--- src/hw/rtl/lss_pkg.sv ---
// ----------------------------------------------------------------------------
// lss_pkg
// Shared constants, codes, types and helpers for the byte stack with search.
// ----------------------------------------------------------------------------
package lss_pkg;

    // Stack geometry.
    localparam int DEPTH  = 8;
    localparam int ADDR_W = (DEPTH > 1) ? $clog2(DEPTH) : 1;
    localparam int CNT_W  = $clog2(DEPTH + 1);

    // Request kinds.
    localparam logic [1:0] KIND_PUSH   = 2'd0;
    localparam logic [1:0] KIND_POP    = 2'd1;
    localparam logic [1:0] KIND_PEEK   = 2'd2;
    localparam logic [1:0] KIND_SEARCH = 2'd3;

    // Result status codes.
    localparam logic [1:0] ST_OK       = 2'd0;
    localparam logic [1:0] ST_OVERFLOW = 2'd1;
    localparam logic [1:0] ST_EMPTY    = 2'd2;
    localparam logic [1:0] ST_NOTFOUND = 2'd3;

    typedef logic [CNT_W-1:0]  cnt_t;
    typedef logic [ADDR_W-1:0] addr_t;

    // Commands from the controller to the datapath.
    typedef struct packed {
        logic       start;     // latch the request and read the top entry
        logic       push;      // write the request byte and bump the fill count
        logic       pop;       // drop the top entry
        logic       step;      // move the scan one entry down
        logic       res_load;  // capture a result
        logic [1:0] res_status;
        logic       res_data;  // result data comes from the read register
        logic       res_pos;   // result position comes from the scan counter
    } cmd_t;

    // Status from the datapath to the controller.
    typedef struct packed {
        logic full;
        logic empty;
        logic match;  // current read entry equals the searched byte
        logic last;   // the scan is at the bottom entry
    } stat_t;

    // Fit a count into a 4-bit output field, masking the upper bits.
    function automatic logic [3:0] to_nibble(input cnt_t v);
        logic [31:0] wide;
        wide = 32'(v);
        return wide[3:0];
    endfunction

endpackage

--- src/hw/rtl/lss_dp.sv ---
// ----------------------------------------------------------------------------
// lss_dp
// Datapath: entry storage, fill count, scan counter and result registers.
// ----------------------------------------------------------------------------
module lss_dp (
    input  logic             clk,
    input  logic             rst_n,
    input  logic [7:0]       value,
    input  lss_pkg::cmd_t    cmd,
    output lss_pkg::stat_t   stat,
    output logic [1:0]       status,
    output logic [7:0]       data,
    output logic [3:0]       position,
    output logic [3:0]       fill
);
    import lss_pkg::*;

    logic [7:0] mem [DEPTH];
    logic [7:0] rd_reg;
    logic [7:0] value_reg;
    cnt_t       fill_reg, fill_next;
    cnt_t       cur_reg, cur_next;
    logic [1:0] status_reg;
    logic [7:0] data_reg;
    cnt_t       pos_reg;
    cnt_t       fill_m1;
    cnt_t       cur_m2;
    addr_t      rd_addr;
    addr_t      wr_addr;

    assign fill_m1 = fill_reg - cnt_t'(1);
    assign cur_m2  = cur_reg - cnt_t'(2);
    assign wr_addr = fill_reg[ADDR_W-1:0];

    // The read address is the top entry at start, else the entry below the scan.
    always_comb
    begin
        if (cmd.start)
        begin
            rd_addr = fill_m1[ADDR_W-1:0];
        end
        else
        begin
            rd_addr = cur_m2[ADDR_W-1:0];
        end
    end

    // Fill count update.
    always_comb
    begin
        fill_next = fill_reg;
        if (cmd.push)
        begin
            fill_next = fill_reg + cnt_t'(1);
        end
        else if (cmd.pop)
        begin
            fill_next = fill_m1;
        end
    end

    // Scan counter holds the 1-based position of the entry in the read register.
    always_comb
    begin
        cur_next = cur_reg;
        if (cmd.start)
        begin
            cur_next = fill_reg;
        end
        else if (cmd.step)
        begin
            cur_next = cur_reg - cnt_t'(1);
        end
    end

    always_ff @(posedge clk or negedge rst_n)
    begin
        if (!rst_n)
        begin
            fill_reg <= '0;
        end
        else
        begin
            fill_reg <= fill_next;
        end
    end

    // Entry storage with a registered read port.
    always_ff @(posedge clk)
    begin
        if (cmd.push)
        begin
            mem[wr_addr] <= value;
        end
        rd_reg <= mem[rd_addr];
    end

    // Request byte, scan counter and result registers.
    always_ff @(posedge clk)
    begin
        cur_reg <= cur_next;
        if (cmd.start || cmd.push)
        begin
            value_reg <= value;
        end
        if (cmd.res_load)
        begin
            status_reg <= cmd.res_status;
            data_reg   <= cmd.res_data ? rd_reg : 8'd0;
            pos_reg    <= cmd.res_pos ? cur_reg : '0;
        end
    end

    assign stat.full  = (fill_reg == cnt_t'(DEPTH));
    assign stat.empty = (fill_reg == '0);
    assign stat.match = (rd_reg == value_reg);
    assign stat.last  = (cur_reg == cnt_t'(1));

    assign status   = status_reg;
    assign data     = data_reg;
    assign position = to_nibble(pos_reg);
    assign fill     = to_nibble(fill_reg);

endmodule

--- src/hw/rtl/lss_ctrl.sv ---
// ----------------------------------------------------------------------------
// lss_ctrl
// Controller: sequences each request and drives the result handshake.
// ----------------------------------------------------------------------------
module lss_ctrl (
    input  logic            clk,
    input  logic            rst_n,
    input  logic            req_valid,
    output logic            req_ready,
    input  logic [1:0]      kind,
    output logic            rsp_valid,
    input  logic            rsp_ready,
    input  lss_pkg::stat_t  stat,
    output lss_pkg::cmd_t   cmd
);
    import lss_pkg::*;

    localparam logic [1:0] S_IDLE = 2'd0;
    localparam logic [1:0] S_SCAN = 2'd1;
    localparam logic [1:0] S_OUT  = 2'd2;

    logic [1:0] state_reg, state_next;
    logic       peek_reg, peek_next;
    logic       accept;

    assign req_ready = (state_reg == S_IDLE);
    assign rsp_valid = (state_reg == S_OUT);
    assign accept    = req_valid && req_ready;

    // Next state and command decode.
    always_comb
    begin
        state_next = state_reg;
        peek_next  = peek_reg;
        cmd        = '0;
        case (state_reg)
            S_IDLE:
            begin
                if (accept)
                begin
                    if (kind == KIND_PUSH)
                    begin
                        cmd.res_load   = 1'b1;
                        cmd.res_status = stat.full ? ST_OVERFLOW : ST_OK;
                        cmd.push       = !stat.full;
                        state_next     = S_OUT;
                    end
                    else if (stat.empty)
                    begin
                        cmd.res_load   = 1'b1;
                        cmd.res_status = ST_EMPTY;
                        state_next     = S_OUT;
                    end
                    else if (kind == KIND_POP)
                    begin
                        cmd.res_load   = 1'b1;
                        cmd.res_status = ST_OK;
                        cmd.pop        = 1'b1;
                        state_next     = S_OUT;
                    end
                    else
                    begin
                        cmd.start  = 1'b1;
                        peek_next  = (kind == KIND_PEEK);
                        state_next = S_SCAN;
                    end
                end
            end
            S_SCAN:
            begin
                // The read register holds the entry at the scan position.
                if (peek_reg)
                begin
                    cmd.res_load   = 1'b1;
                    cmd.res_status = ST_OK;
                    cmd.res_data   = 1'b1;
                    state_next     = S_OUT;
                end
                else if (stat.match)
                begin
                    cmd.res_load   = 1'b1;
                    cmd.res_status = ST_OK;
                    cmd.res_pos    = 1'b1;
                    state_next     = S_OUT;
                end
                else if (stat.last)
                begin
                    cmd.res_load   = 1'b1;
                    cmd.res_status = ST_NOTFOUND;
                    state_next     = S_OUT;
                end
                else
                begin
                    cmd.step = 1'b1;
                end
            end
            S_OUT:
            begin
                if (rsp_ready)
                begin
                    state_next = S_IDLE;
                end
            end
            default:
            begin
                state_next = S_IDLE;
            end
        endcase
    end

    always_ff @(posedge clk or negedge rst_n)
    begin
        if (!rst_n)
        begin
            state_reg <= S_IDLE;
            peek_reg  <= 1'b0;
        end
        else
        begin
            state_reg <= state_next;
            peek_reg  <= peek_next;
        end
    end

endmodule

--- src/hw/rtl/lifo_stack_with_search.sv ---
// ----------------------------------------------------------------------------
// lifo_stack_with_search
// Byte stack of DEPTH entries with push, pop, peek and top-down search.
// ----------------------------------------------------------------------------
// Push, pop and any request refused on an empty stack: result valid in the cycle
//   after the transaction.
// Peek: result valid once the controller has passed through S_SCAN into S_OUT.
// Search: one entry per cycle walked through the single memory read port, from
//   the top down, until a match or the bottom entry; the result follows in S_OUT.
// One request is in flight at a time. Reset empties the stack, not its contents.
module lifo_stack_with_search (
    input  logic       clk,
    input  logic       rst_n,
    input  logic       req_valid,
    output logic       req_ready,
    input  logic [1:0] kind,
    input  logic [7:0] value,
    output logic       rsp_valid,
    input  logic       rsp_ready,
    output logic [1:0] status,
    output logic [7:0] data,
    output logic [3:0] position,
    output logic [3:0] fill
);
    import lss_pkg::*;

    cmd_t  cmd;
    stat_t stat;

    // Sequencer for each transaction.
    lss_ctrl u_ctrl (
        .clk       (clk),
        .rst_n     (rst_n),
        .req_valid (req_valid),
        .req_ready (req_ready),
        .kind      (kind),
        .rsp_valid (rsp_valid),
        .rsp_ready (rsp_ready),
        .stat      (stat),
        .cmd       (cmd)
    );

    // Storage, counters and result registers.
    lss_dp u_dp (
        .clk      (clk),
        .rst_n    (rst_n),
        .value    (value),
        .cmd      (cmd),
        .stat     (stat),
        .status   (status),
        .data     (data),
        .position (position),
        .fill     (fill)
    );

endmodule
--- config.mk ---
export PLATFORM = sky130hd
export DESIGN_NAME = lifo_stack_with_search
export DESIGN_NICKNAME = d
export VERILOG_FILES = /design/src/hw/rtl/lss_pkg.sv /design/src/hw/rtl/lss_dp.sv /design/src/hw/rtl/lss_ctrl.sv /design/src/hw/rtl/lifo_stack_with_search.sv
export SDC_FILE = /design/constraint.sdc
export NUM_CORES = 1
export LEC_CHECK = 0
export BUFFER_PORTS_ARGS = -buffer_cell sky130_fd_sc_hd__buf_2
export CAP_MARGIN = 20
export CORE_MARGIN = 2
export CORE_UTILIZATION = 40
export CTS_CLUSTER_SIZE = 30
export DETAILED_ROUTE_END_ITERATION = 7
export GPL_TIMING_DRIVEN = 0
export PLACE_DENSITY = 0.64
export SYNTH_ARGS = -nofsm -noshare
export SYNTH_HDL_FRONTEND = slang
export SYNTH_SLANG_ARGS = --single-unit
--- constraint.sdc ---
create_clock -name clk -period 6.2 [get_ports clk]
set_clock_uncertainty 0.2 [all_clocks]
set_input_delay 0.62 -clock clk [delete_from_list [all_inputs] [get_ports clk]]
set_output_delay 0.62 -clock clk [all_outputs]
set_load 0.005 [all_outputs]
==> summary.md <==
| Metric | Value |
|---|---|
| Area growth syn-to-layout | `15.47%` |
| IO Port Bufs | `33` |
| Drt first pass iters | `5` |
| CP bufs+invs | `5` |
| Postcts setup bufs | `0` |
| Wire length per cell | `16.30 µm` |
| Design Area, Final | `5201 µm²` |
| Syn Nets | `350` |
| Hold Path Class | `input pin to flop` |
| Post_cts resized | `0` |
| VDD IR max | `0.1615 mV` |
| Crit-path cells | `clkbuf_1 -> inv_1 -> ha_1 -> buf_4 -> or3b_1 -> buf_2 -> a31oi_1 -> clkbuf_1 -> o21ai_0 -> o211a_1 -> a2111oi_1` |
| P_leak | `2.115 nW` |
| Reg area | `3038 µm²` |
| Starting Density | `41.19%` |
| Crit path DAT | `3520 ps` |
| Post-synthesis cell count | `330` |
| Largest register FFs | `64` |
| Rows | `38` |
| Setup TNS | `0 ps` |
| Worst setup endpoint | `u_dp.rd_reg[5]$_DFF_P_` |
| CP max stage delay | `510 ps` |
| Final Hold Vio Count | `0` |
| Startpoint types | `flop` |
| Clock Tree Buf Depth | `2` |
| DRC Markers | `0` |
| Status | `finished, final reports clean` |
| Min Clock Period, post-route | `3524 ps` |
| TritonCTS buffer count | `9` |
| Io pins | `34` |
| Max-cap viol count | `0` |
| Final wirelength | `8573 µm` |
| Routability congestion estimate | `0.8016` |
| Total track usage | `15.26%` |
| Die ar. | `12,130 µm²` |
| Worst hold start | `kind[0]` |
| Clock power frac | `25.2%` |
| Die Y | `110.1 µm` |
| Crit-path slowest cell | `a31oi_1` |
| Core Region | `10,940 µm²` |
| R2r setup slk | `2680 ps` |
| Grt total ovfl | `0` |
| Critical Path RT | `6200 ps` |
| Clock slew at reported path FFs | `70 ps` |
| Sw power | `0.7859 mW` |
| Antenna Cells | `0` |
| Largest net degree at the start of global routing | `22` |
| Biggest register | `u_dp.mem` |
| Layout cell share with drive strength beyond 1 | `18.13%` |
| Synth warn | `0` |
| Final cell count without fillers | `526` |
| Achievable clock frequency | `283.8 MHz` |
| Internal power | `1.490 mW` |
| First-pass GRT wire length | `13,690 µm` |
| DP Worst Slack | `2744 ps` |
| Antenna Violating Nets Remaining | `0` |
| Multi-input gate area | `1276 µm²` |
| Final worst slack | `2676 ps` |
| Worst path depth | `11` |
| Power, Total | `2.276 mW` |
| Syn Std Cell Area | `4504 µm²` |
| Logic pwr share | `32.5%` |
| Post-Place Cell Area | `4886 µm²` |
| Dpl cells | `509` |
| Slew Limit Fails | `0` |
| Reg2reg path depth | `11` |
| Fin nets | `401` |
| Initial antenna violation count | `0` |
| CP top delay family | `compound AO/OA/AOI/OAI gates` |
| Seq/Total Area, Yosys | `67.44%` |
| R2r endpoint | `u_dp.rd_reg[5]$_DFF_P_` |
| Vias in the first global route | `2,656` |
| Pwr Density | `437.5 nW/µm²` |
| Final number of setup-violating endpoints | `0` |
| Register share of total power | `42.3%` |
| Mean Syn Cell Area | `13.65 µm²` |
| Net Sw Frac | `34.53%` |
| Chip Width | `110.1 µm` |
| Endpoint type of the worst setup path | `flop` |
| CP Launch Point | `u_dp.fill[1]$_DFFE_PN0P_` |
| CTS tree | `yes` |
| Slew at the pin with the worst max-slew slack | `1144 ps` |
| CTS root buf | `clkbuf_16` |
| Crit-path max FO | `10` |
| Vias | `2,737` |
| DP HPWL | `6196 µm` |
| Synth Register Bits | `105` |
| CP most frequent cell | `clkbuf_1` |
| Synth unique cells | `45` |
| Iteration-0 DRC Markers | `179` |
| Fillers | `986` |
| Clk sinks | `105` |
| Critical setup path kind | `flop to flop` |
| Worst-Skew Late Latency | `350 ps` |
| CTS HTree Levels | `3` |
| Slew HR | `23.11%` |
| Crit Reg-Reg Startpoint | `u_dp.fill[1]$_DFFE_PN0P_` |
| Final worst path period share | `56.84%` |
| RSZ-0062 raised after global routing | `no` |
| DR vias/cell | `5.203` |
cells in the final DEF, fill, tap and decap left out, types with 3 or more instances in the layout:
cell | Yosys | final
edfxtp_1 | 90 | 90
buf_2 | 1 | 38
inv_1 | 30 | 30
o21ai_0 | 27 | 27
o211a_1 | 24 | 24
nand2_1 | 19 | 19
nor2_1 | 14 | 14
and2_1 | 12 | 12
xnor2_1 | 11 | 11
mux2i_1 | 10 | 10
clkbuf_16 | 0 | 9
clkbuf_1 | 8 | 8
dfxtp_1 | 8 | 8
nor3_1 | 7 | 7
a2111oi_1 | 7 | 7
dfrtp_1 | 7 | 7
ha_1 | 6 | 6
a21oi_1 | 5 | 5
buf_4 | 2 | 4
nand3_1 | 3 | 3
o31ai_1 | 3 | 3
xor2_1 | 3 | 3
o211ai_1 | 3 | 3
power by group through the flow:
stage / logic [mW] / registers (mW) / clock network [mW]
after CTS: 0.744 / 0.965 / 0.580
after global placement: 0.715 / 0.977 / 0
after global routing: 0.813 / 0.977 / 0.610
after floorplan: 0.511 / 0.972 / 0
final: 0.739 / 0.964 / 0.573
after detailed placement: 0.737 / 0.982 / 0
cells in the mapped netlist (all sizes together):
master | number | share of area [%]
nand3 | 3 | 0.33
a2111oi | 8 | 1.9
and4 | 1 | 0.25
o22ai | 1 | 0.14
or4 | 1 | 0.17
o211ai | 3 | 0.50
buf | 5 | 0.94
inv | 31 | 2.6
o31ai | 3 | 0.50
nand3b | 2 | 0.33
dfxtp | 8 | 3.6
mux2i | 10 | 2.2
a21boi | 1 | 0.17
nor3 | 7 | 0.78
nand4 | 2 | 0.28
a21oi | 5 | 0.56
and3 | 1 | 0.14
nor4 | 2 | 0.28
xnor2 | 11 | 2.1
nand2 | 19 | 1.6
clkbuf | 9 | 0.78
nand2b | 1 | 0.14
nand4b | 1 | 0.19
and2 | 12 | 1.7
mux2 | 1 | 0.25
or3b | 2 | 0.39
o211a | 24 | 5.3
o21ai | 27 | 3.0
xor2 | 3 | 0.58
edfxtp | 90 | 60
ha | 6 | 1.7
a31oi | 2 | 0.28
nor3b | 2 | 0.33
or4b | 1 | 0.22
o41ai | 1 | 0.19
nor2 | 14 | 1.2
dfrtp | 7 | 3.9
a31o | 2 | 0.39
or2 | 1 | 0.14
worst min-delay path by stage:
stage,end,slack [ps],cells past startpoint
floorplan,u_ctrl.peek_reg$_DFFE_PN0P_,120,0
global placement,u_dp.fill[3]$_DFFE_PN0P_,260,1
detailed placement,u_dp.fill[1]$_DFFE_PN0P_,260,1
CTS,u_ctrl.peek_reg$_DFFE_PN0P_,320,2
global route,u_ctrl.peek_reg$_DFFE_PN0P_,370,2
finish,u_ctrl.peek_reg$_DFFE_PN0P_,330,2
layout make-up:
type                       count  area share [%]
clock inverter                 7           1.540
clock buffer                   9           4.330
inverter                      31           2.285
buffer                        14           1.491
multi-input combinational    180           24.54
timing repair buffer          40           4.041
sequential                   105           58.41
tap                          140           3.368
metrics by stage:
step / util (%) / hold WS, ps
final: 47.56 / 331.8
after global routing: 47.56 / 368.7
after CTS: 47.56 / 320.1
after detailed placement: 44.68 / 262.0
after global placement: 44.30 / 258.1
after floorplan: - / 124.4
metal layers:
layer | track usage (%) | part of all wire, % | up-vias
met5 | 0 | 0 | -
met4 | 5.625 | 0.91 | 0
met3 | 3.704 | 5.9 | 6
met2 | 24.06 | 47 | 86
met1 | 20.55 | 47 | 1314
li1 | - | - | 1331
what timing repair did:
action	4_1_cts	5_1_grt
hold endpoints to repair	7	0
setup endpoints to repair	0	0
hold buffers	1	0
cells by family (layout without fill, tap and decap cells):
| family | Yosys count | count (layout) | share of synthesized area, % |
|---|---|---|---|
| simple gates | 72 | 72 | 8.389 |
| buf+inv | 45 | 101 | 4.361 |
| xor+xnor | 14 | 14 | 2.722 |
| compound gates | 77 | 77 | 12.94 |
| flops | 105 | 105 | 67.44 |
| mux | 11 | 11 | 2.472 |
| fa+ha+maj | 6 | 6 | 1.667 |
Note: power is estimated with default switching activity, not from simulation.
